==> src/gdrm_pkg.sv <==
// Package: shared constants, command codes and types for the delta-R matcher.
`timescale 1ns / 1ps
package gdrm_pkg;
   localparam int MAX_JETS    = 8;
   localparam int MAX_PARTONS = 16;
   localparam int COORD_BITS  = 16;
   localparam int JIDX_BITS   = 3;
   localparam int PIDX_BITS   = 4;
   localparam int DIST_BITS   = 31;
   localparam int DPHI_BITS   = 16;
   localparam int DETA_BITS   = 17;

   localparam logic [DPHI_BITS-1:0] PI_Q     = 16'd12868;
   localparam logic [DPHI_BITS-1:0] TWO_PI_Q = 16'd25736;
   localparam logic [7:0] QUARK_ID_LIMIT = 8'd7;
   localparam logic [7:0] GLUON_ID       = 8'd21;

   localparam logic [1:0] CMD_LOAD_JET    = 2'd0;
   localparam logic [1:0] CMD_LOAD_PARTON = 2'd1;
   localparam logic [1:0] CMD_RUN         = 2'd2;

   localparam logic [1:0] CSR_MAX_DR  = 2'd0;
   localparam logic [1:0] CSR_MIN_PT  = 2'd1;
   localparam logic [1:0] CSR_CLASS   = 2'd2;

   typedef struct packed {
      logic signed [COORD_BITS-1:0]   eta;
      logic signed [COORD_BITS-2:0]   phi;
   } coord_type;

   // Pair control from the sequencer to the distance pipe.
   typedef struct packed {
      logic                 valid;
      logic [JIDX_BITS-1:0] jet;
      logic [PIDX_BITS-1:0] parton;
      logic                 sweep_end;
   } pair_type;
endpackage

==> src/gdrm_store.sv <==
// Coordinate memories for jets and partons, with registered synchronous read.
`timescale 1ns / 1ps
module gdrm_store
   import gdrm_pkg::*;
(
   input  logic                 clock,
   input  logic                 jet_we,
   input  logic [JIDX_BITS-1:0] jet_waddr,
   input  logic                 parton_we,
   input  logic [PIDX_BITS-1:0] parton_waddr,
   input  coord_type            wdata,
   input  logic [JIDX_BITS-1:0] jet_raddr,
   input  logic [PIDX_BITS-1:0] parton_raddr,
   output coord_type            jet_rdata,
   output coord_type            parton_rdata
);
   coord_type jet_mem [MAX_JETS];
   coord_type parton_mem [MAX_PARTONS];

   // Write on load, read every cycle
   always_ff @(posedge clock) begin
      if (jet_we) begin
         jet_mem[jet_waddr] <= wdata;
      end
      jet_rdata <= jet_mem[jet_raddr];
   end

   always_ff @(posedge clock) begin
      if (parton_we) begin
         parton_mem[parton_waddr] <= wdata;
      end
      parton_rdata <= parton_mem[parton_raddr];
   end
endmodule

==> src/gdrm_dist.sv <==
// Distance pipe: differences, phi wrap, squares, sum and running minimum.
`timescale 1ns / 1ps
module gdrm_dist
   import gdrm_pkg::*;
(
   input  logic                 clock,
   input  logic                 reset,
   input  pair_type             pair_in,
   input  coord_type            jet_c,
   input  coord_type            parton_c,
   input  logic [DIST_BITS-1:0] max_dr,
   output logic                 sweep_done,
   output logic                 have,
   output logic [JIDX_BITS-1:0] best_jet,
   output logic [PIDX_BITS-1:0] best_parton,
   output logic [DIST_BITS-1:0] best_dist
);
   pair_type p1_ff, p2_ff;
   pair_type p1_in;
   logic signed [DETA_BITS-1:0] deta_ff, deta_in;
   logic signed [DPHI_BITS-1:0] dphi_ff, dphi_in;
   logic [2*DETA_BITS-1:0] eta2_ff;
   logic [2*DPHI_BITS-1:0] phi2_ff;
   logic signed [DPHI_BITS-1:0] dp_raw;
   logic [DPHI_BITS-1:0] dp_abs;
   logic [2*DETA_BITS:0] sum;
   logic have_ff;
   logic [JIDX_BITS-1:0] bj_ff;
   logic [PIDX_BITS-1:0] bp_ff;
   logic [DIST_BITS-1:0] bd_ff;
   logic done_ff;

   assign p1_in = pair_in;

   // Stage 1: differences with phi wrap (memory data arrives with pair_in);
   // the wrapped phi difference goes negative for out-of-range phi inputs
   always_comb begin
      deta_in = DETA_BITS'(jet_c.eta) - DETA_BITS'(parton_c.eta);
      dp_raw  = DPHI_BITS'(jet_c.phi) - DPHI_BITS'(parton_c.phi);
      dp_abs  = dp_raw[DPHI_BITS-1] ? DPHI_BITS'(-dp_raw) : dp_raw;
      dphi_in = (dp_abs > PI_Q) ? TWO_PI_Q - dp_abs : dp_abs;
   end

   always_ff @(posedge clock) begin
      deta_ff <= deta_in;
      dphi_ff <= dphi_in;
      eta2_ff <= (2*DETA_BITS)'(deta_ff * deta_ff);
      phi2_ff <= (2*DPHI_BITS)'(dphi_ff * dphi_ff);
   end

   assign sum = (2*DETA_BITS+1)'(eta2_ff) + (2*DETA_BITS+1)'(phi2_ff);

   // Advance control with the data; keep minimum, lowest index wins ties
   always_ff @(posedge clock) begin
      if (reset) begin
         p1_ff <= '0;
         p2_ff <= '0;
         have_ff <= 1'b0;
         done_ff <= 1'b0;
      end else begin
         p1_ff <= p1_in;
         p2_ff <= p1_ff;
         done_ff <= p2_ff.sweep_end;
         if (p2_ff.valid && sum <= (2*DETA_BITS+1)'(max_dr) &&
             (!have_ff || sum < (2*DETA_BITS+1)'(bd_ff))) begin
            have_ff <= 1'b1;
            bj_ff <= p2_ff.jet;
            bp_ff <= p2_ff.parton;
            bd_ff <= DIST_BITS'(sum);
         end else if (done_ff) begin
            have_ff <= 1'b0;
         end
      end
   end

   assign sweep_done  = done_ff;
   assign have        = have_ff;
   assign best_jet    = bj_ff;
   assign best_parton = bp_ff;
   assign best_dist   = bd_ff;
endmodule

==> src/greedy_delta_r_matcher.sv <==
// Top level: greedy delta-R jet/parton matcher.
// Loads are taken while req_stall is low; req_stall stays low while idle with no result waiting.
// A run sweeps all pairs once per match, and a held match is released before the next
// take; up to min(jets,partons)+1 sweeps, then the final beat. Result stalls can hold
// a run while a held match or the final beat waits.
// Reset (synchronous) clears counts, used flags and rsp_valid and restores the CSR
// defaults; the result data fields and the stores are left as they are.
`timescale 1ns / 1ps
module greedy_delta_r_matcher
   import gdrm_pkg::*;
(
   input  logic                  clock,
   input  logic                  reset,
   input  logic                  req_valid,
   output logic                  req_stall,
   input  logic [1:0]            req_command,
   input  logic signed [15:0]    req_eta,
   input  logic signed [14:0]    req_phi,
   input  logic signed [7:0]     req_parton_id,
   input  logic [15:0]           req_parton_pt,
   output logic                  rsp_valid,
   input  logic                  rsp_stall,
   output logic                  rsp_found,
   output logic [2:0]            rsp_jet_index,
   output logic [3:0]            rsp_parton_index,
   output logic [30:0]           rsp_distance_squared,
   output logic                  rsp_last,
   input  logic                  csr_write_enable,
   input  logic [1:0]            csr_index,
   input  logic [30:0]           csr_write_data
);
   typedef enum logic [3:0] {
      ST_IDLE  = 4'b0001,
      ST_SWEEP = 4'b0010,
      ST_WAIT  = 4'b0100,
      ST_EMIT  = 4'b1000
   } state_type;

   state_type state_ff, state_in;
   logic [DIST_BITS-1:0] max_dr_ff;
   logic [15:0] min_pt_ff;
   logic class_ff;
   logic [JIDX_BITS:0] jcnt_ff;
   logic [PIDX_BITS:0] pcnt_ff;
   logic [MAX_JETS-1:0] jused_ff;
   logic [MAX_PARTONS-1:0] pused_ff;
   logic [JIDX_BITS-1:0] ji_ff;
   logic [PIDX_BITS-1:0] pi_ff;
   logic any_ff;
   pair_type pair_ff, pair_in;
   coord_type wdata, jet_c, parton_c;
   logic accept, jet_we, parton_we, keep, cls;
   logic [7:0] aid;
   logic sweep_done, have;
   logic [JIDX_BITS-1:0] best_jet;
   logic [PIDX_BITS-1:0] best_parton;
   logic [DIST_BITS-1:0] best_dist;
   logic last_pair;
   logic take, done_now, found_now, send_pend, emit_fire;
   logic hold_done_ff;

   // Configuration registers
   always_ff @(posedge clock) begin
      if (reset) begin
         max_dr_ff <= 31'd1509949;
         min_pt_ff <= 16'd80;
         class_ff  <= 1'b0;
      end else if (csr_write_enable) begin
         unique case (csr_index)
            CSR_MAX_DR: max_dr_ff <= csr_write_data;
            CSR_MIN_PT: min_pt_ff <= csr_write_data[15:0];
            CSR_CLASS:  class_ff  <= csr_write_data[0];
            default: ;
         endcase
      end
   end

   assign req_stall = (state_ff != ST_IDLE) || rsp_valid;
   assign accept = req_valid && !req_stall;
   assign aid = req_parton_id[7] ? 8'(-req_parton_id) : req_parton_id;
   assign cls = class_ff ? (aid == GLUON_ID) : (aid < QUARK_ID_LIMIT);
   assign keep = (req_parton_id != 8'sd0) && (req_parton_pt > min_pt_ff) && cls;
   assign jet_we = accept && req_command == CMD_LOAD_JET &&
                   jcnt_ff < (JIDX_BITS+1)'(MAX_JETS);
   assign parton_we = accept && req_command == CMD_LOAD_PARTON && keep &&
                      pcnt_ff < (PIDX_BITS+1)'(MAX_PARTONS);
   assign wdata.eta = req_eta;
   assign wdata.phi = req_phi;

   gdrm_store u_store (
      .clock(clock), .jet_we(jet_we), .jet_waddr(jcnt_ff[JIDX_BITS-1:0]),
      .parton_we(parton_we), .parton_waddr(pcnt_ff[PIDX_BITS-1:0]),
      .wdata(wdata), .jet_raddr(ji_ff), .parton_raddr(pi_ff),
      .jet_rdata(jet_c), .parton_rdata(parton_c)
   );

   gdrm_dist u_dist (
      .clock(clock), .reset(reset), .pair_in(pair_ff), .jet_c(jet_c),
      .parton_c(parton_c), .max_dr(max_dr_ff), .sweep_done(sweep_done),
      .have(have), .best_jet(best_jet), .best_parton(best_parton),
      .best_dist(best_dist)
   );

   assign last_pair = ({1'b0, ji_ff} == jcnt_ff - 1'b1) &&
                      ({1'b0, pi_ff} == pcnt_ff - 1'b1);

   // Issue one pair address per cycle; pair control lines up with read data
   always_comb begin
      pair_in = '0;
      if (state_ff == ST_SWEEP) begin
         pair_in.valid = !jused_ff[ji_ff] && !pused_ff[pi_ff];
         pair_in.jet = ji_ff;
         pair_in.parton = pi_ff;
         pair_in.sweep_end = last_pair;
      end
   end

   // Sweep outcome, held while the output side is busy; a match waits in the
   // output register until the next sweep tells whether it is the last one
   assign done_now  = sweep_done || hold_done_ff;
   assign found_now = (sweep_done && have) || hold_done_ff;
   assign send_pend = state_ff == ST_WAIT && found_now && any_ff && !rsp_valid;
   assign take = state_ff == ST_WAIT && found_now && !any_ff && !(rsp_valid && rsp_stall);
   assign emit_fire = state_ff == ST_EMIT && (!rsp_valid || !rsp_stall);

   always_comb begin
      state_in = state_ff;
      unique case (state_ff)
         ST_IDLE:  if (accept && req_command == CMD_RUN) begin
                      state_in = (jcnt_ff == '0 || pcnt_ff == '0) ? ST_EMIT : ST_SWEEP;
                   end
         ST_SWEEP: if (last_pair) state_in = ST_WAIT;
         ST_WAIT:  if (done_now) begin
                      state_in = !found_now ? ST_EMIT : (take ? ST_SWEEP : ST_WAIT);
                   end
         ST_EMIT:  if (emit_fire) state_in = ST_IDLE;
         default:  state_in = ST_IDLE;
      endcase
   end

   always_ff @(posedge clock) begin
      if (reset) begin
         state_ff <= ST_IDLE;
         jcnt_ff <= '0;
         pcnt_ff <= '0;
         jused_ff <= '0;
         pused_ff <= '0;
         ji_ff <= '0;
         pi_ff <= '0;
         any_ff <= 1'b0;
         pair_ff <= '0;
         rsp_valid <= 1'b0;
         hold_done_ff <= 1'b0;
      end else begin
         state_ff <= state_in;
         pair_ff <= pair_in;
         // Hold the finished sweep while the match cannot be taken
         hold_done_ff <= state_ff == ST_WAIT && found_now && !take;
         if (jet_we) jcnt_ff <= jcnt_ff + 1'b1;
         if (parton_we) pcnt_ff <= pcnt_ff + 1'b1;
         if (send_pend || emit_fire) begin
            rsp_valid <= 1'b1;
         end else if (rsp_valid && !rsp_stall) begin
            rsp_valid <= 1'b0;
         end
         // Walk the pair grid
         if (state_ff == ST_SWEEP) begin
            if ({1'b0, pi_ff} == pcnt_ff - 1'b1) begin
               pi_ff <= '0;
               ji_ff <= ({1'b0, ji_ff} == jcnt_ff - 1'b1) ? '0 : ji_ff + 1'b1;
            end else begin
               pi_ff <= pi_ff + 1'b1;
            end
         end
         // Capture a match and mark the pair used
         if (take) begin
            jused_ff[best_jet] <= 1'b1;
            pused_ff[best_parton] <= 1'b1;
            any_ff <= 1'b1;
            rsp_found <= 1'b1;
            rsp_jet_index <= best_jet;
            rsp_parton_index <= best_parton;
            rsp_distance_squared <= best_dist;
            rsp_last <= 1'b0;
         end
         // Release the held match as a middle beat
         if (send_pend) begin
            any_ff <= 1'b0;
         end
         // Final beat: the held match, or the end marker
         if (emit_fire) begin
            rsp_found <= any_ff ? rsp_found : 1'b0;
            rsp_last <= 1'b1;
            if (!any_ff) begin
               rsp_jet_index <= '0;
               rsp_parton_index <= '0;
               rsp_distance_squared <= '0;
            end
            jcnt_ff <= '0;
            pcnt_ff <= '0;
            jused_ff <= '0;
            pused_ff <= '0;
            any_ff <= 1'b0;
         end
      end
   end
endmodule

==> config.mk <==
export PLATFORM = sky130hd
export DESIGN_NAME = greedy_delta_r_matcher
export DESIGN_NICKNAME = d
export VERILOG_FILES = /design/src/gdrm_pkg.sv /design/src/gdrm_store.sv /design/src/gdrm_dist.sv /design/src/greedy_delta_r_matcher.sv
export SDC_FILE = /design/constraint.sdc
export NUM_CORES = 2
export LEC_CHECK = 0
export ABC_AREA = 1
export BUFFER_PORTS_ARGS = -buffer_cell sky130_fd_sc_hd__buf_4
export CORE_MARGIN = 1.5
export CORE_UTILIZATION = 50
export CTS_CLUSTER_DIAMETER = 40
export DETAILED_ROUTE_END_ITERATION = 10
export GPL_TIMING_DRIVEN = 0
export PLACE_DENSITY = 0.69
export REMOVE_ABC_BUFFERS = 1
export SYNTH_ARGS = -nofsm -noshare
export SYNTH_HDL_FRONTEND = slang
export SYNTH_SLANG_ARGS = --single-unit
==> constraint.sdc <==
create_clock -name clock -period 14.9 [get_ports clock]
set_input_delay 3.725 -clock clock [delete_from_list [all_inputs] [get_ports clock]]
set_output_delay 3.725 -clock clock [all_outputs]
set_load 0.02 [all_outputs]
==> results.md <==
* Status: finished, final reports clean
* Dpl hpwl at roughly 110 mm
* Die span in y at between 300 and 400 um
* Seq/Total Area, Yosys at between 40 and 50%
* CP max FO at 19
* Post-Route Utilization at between 50% and 60%
* Data required, critical path at around 16 ns
* Commonest non-fill, non-tap cell in the layout: inv_1
* Slew headroom at 25.87%
* RSZ-0062 raised after global routing: no
* Hold slack final at 0.3556 ns
* Initial core utilization at 50.37%
* Worst Setup Path Type: reg2reg
* Antenna violations before repair at 5
* DRC errors left at 0
* Hold Fails Final Rpt at 0
* Hold path start: pair_ff[0]
* Synth Cell Area at 65140 um^2
* Hold depth at 2
* Area of the die at ~130000 um^2
* CP peak stage delay at just under 1 ns
* Critical-path top delay cell: dfxtp_1
* CTS root buf: clkbuf_16
* Fmax achieved at roughly 140 MHz
* Worst hold endpoint: u_dist.p1_ff[0]
* Top cell family by delay on the critical path: adder cells
* Detailed Routing Iterations Pass 1 at 5
* Tightest Pin Transition at about 1.1 ns
* Clock Sink Count at around 1100
* Post-CTS Resized at 0
* Maxcap violations at 0
* Unique cell type count in the Yosys netlist at between 50 and 60
* Antenna viol nets, final at 0
* Pin count of the biggest net entering global routing at between 100 and 150
* Worst-case reg-to-reg path depth at 19
* Total gr overflow at 0
* Starting DRC count in detailed routing at 3590
* Layout cell share with drive strength beyond 1 at under 10%
* Avg Cell Area, Syn at 10.10 um^2
* Synthesis Warnings at 0
* Routability Congestion at roughly 0.90
* Via count at 45240
* Post-CTS setup buffer count at 0
* Cell mode on critical path: fa_1
* Buffers and inverters on the worst path at 3
* Synth Flop Type: edfxtp_1
* Nets@finish at 7448
* Vias in the first global route at ~46000
* EDFF count, synth at around 800
* Later-pin clock latency in the skew report at between 0.7 and 0.8 ns
* CP startpoint kind: flop
* Synthesis-to-layout area growth at 13.17%
* Count of state elements after synthesis at around 1100
* Setup Skew at 0.05374 ns
* Final Cycle Share at around half
* Yosys top cell by area: edfxtp_1
* RR Startpoint: u_dist.dphi_ff[4]
* Most frequent cells in the layout: 1142 x inv_1, 822 x edfxtp_1, 786 x nand2_1
* Rows at 132
* Gate count of the mapped netlist at around 6400
* HP Class: reg2reg
* CTS Buffer Depth at 3
* Post-route minimum period at 7.270 ns
* CP cell instances: nand2_1, fa_1, inv_1, fa_1, fa_1, fa_1, fa_1, inv_1, fa_1, inv_1, ha_1, a21oi_1, nor2_1, nor2_1, nor3_1, a2111oi_0, o21ai_0, a21oi_1, xor2_1
* R2r endpoint: u_dist.phi2_ff[31]
* Reg clk slew, reported paths at about 0.060 ns
* CTS tree: built
* Final WL at 158.6 mm
* Core Region at between 100000 and 150000 um^2
* Crit end category: flop
* First-pass GRT wire length at between 200 and 300 mm
* Routed vias/inst at 5.398
* Die X at 364.0 um
* H-tree depth at 4
* Synth top area share at around 38%
* Num CTS Buffers at 139
* WL per Instance at approximately 19 um
* IO Count at roughly 140
* # setup viols final at 0
* Cts hold-fix bufs at 0
* Reg2reg setup slack at around 7.6 ns
* Total track usage at 24.39%
* Area contributors post-synth: edfxtp_1 38%, fa_1 16%, dfxtp_1 8.7%
* Post-synth ARST share at 0%
* Slew Limit Fails at 0
* I/O Buffers at ~140
* Critical Path AT at between 7 and 8 ns
cells by family (layout without fill, tap and decap cells):
kind of cell,after synthesis,after routing,synth area share (%)
AO/OA/AOI/OAI,1140,1140,10.07
XOR/XNOR,158,158,2.124
adder cells (fa/ha/maj),836,836,21.89
buffers and inverters,1423,1607,8.238
flip-flops,1105,1105,46.59
other,0,5,0
AND/OR/NAND/NOR,1787,1787,11.09
flip-flops by register name, summed over array words and instances, names as in the netlist, 5 cells and up:
name                  flops
u_dist.best_dist         31
u_dist.eta2_ff           33
min_pt_ff                16
u_store.jet_mem         248
u_store.parton_mem      496
pcnt_ff                   5
u_dist.p1_ff              9
jused_ff                  8
u_store.parton_rdata     31
u_dist.p2_ff              9
u_dist.deta_ff           17
u_dist.phi2_ff           31
u_dist.dphi_ff           16
u_store.jet_rdata        31
pair_ff                   9
max_dr_ff                31
pused_ff                 16
rsp_distance_squared     31
worst reg2reg max path, cell delays in order, from the launching register on:
cell and delay (ns):
dfxtp_1 0.97, nand2_1 0.30, fa_1 0.63, inv_1 0.08
fa_1 0.96, fa_1 0.53, fa_1 0.49, fa_1 0.55
inv_1 0.06, fa_1 0.54, inv_1 0.04, ha_1 0.36
a21oi_1 0.23, nor2_1 0.06, nor2_1 0.14, nor3_1 0.06
a2111oi_0 0.65, o21ai_0 0.21, a21oi_1 0.20, xor2_1 0.19
per-layer routing:
metal	up-vias	share of wire [%]	global-route usage, %
met5	-	0.0082	0
met4	2	3.4	9.344
met3	317	7.1	4.285
met2	1571	48	40.66
met1	22010	42	31.81
li1	21330	-	-
Yosys cell counts (21+ instances only):
master and count:
a21oi_1 288, edfxtp_1 822, nand2_1 787, o22ai_1 100, ha_1 330, nor2_1 711, inv_1 1148, fa_1 506
o211ai_1 52, o21ai_0 492, xor2_1 103, dfxtp_1 283, nand3_1 164, buf_1 21, nor3_1 38, a31oi_1 50
o221ai_1 98, nand4_1 31, clkbuf_1 243, xnor2_1 55
stage by stage:
stage | TNS (ns) | worst slack [ns] | cell area (um^2) | instances
2_1_floorplan | 0 | 4.304 | 64120 | 6181
3_3_place_gp | -103.06 | -2.712 | 67320 | 8059
3_5_place_dp | 0 | 7.511 | 68740 | 8117
4_1_cts | 0 | 7.692 | 73690 | 8374
5_1_grt | 0 | 7.207 | 73710 | 8378
6_report | 0 | 7.630 | 73720 | 8380
worst max-delay path by stage:
stage | to | start | cells past startpoint | slack (ns)
3_5_place_dp | u_store.parton_mem[1][1] | req_parton_id[1] | 14 | 7.51
5_1_grt | u_dist.phi2_ff[31] | u_dist.dphi_ff[4] | 19 | 7.21
2_1_floorplan | ji_ff[0] | pi_ff[0] | 12 | 4.30
3_3_place_gp | ji_ff[0] | pi_ff[0] | 12 | -2.71
4_1_cts | u_dist.phi2_ff[29] | u_dist.dphi_ff[15] | 22 | 7.69
6_report | u_dist.phi2_ff[31] | u_dist.dphi_ff[4] | 19 | 7.63
cell type report:
class | count | area (um^2)
Inverter | 1155 | 4357
Sequential cell | 1105 | 30370
Antenna cell | 5 | 12.51
Clock buffer | 176 | 3897
Fill cell | 10750 | 55600
Tap cell | 1742 | 2180
Clock inverter | 81 | 1046
Multi-Input combinational cell | 3921 | 29620
Timing Repair Buffer | 195 | 2238
Power is left out: the tool's default activity adds up to more than one toggle a clock period on the data nets, which glitch-free logic cannot reach.
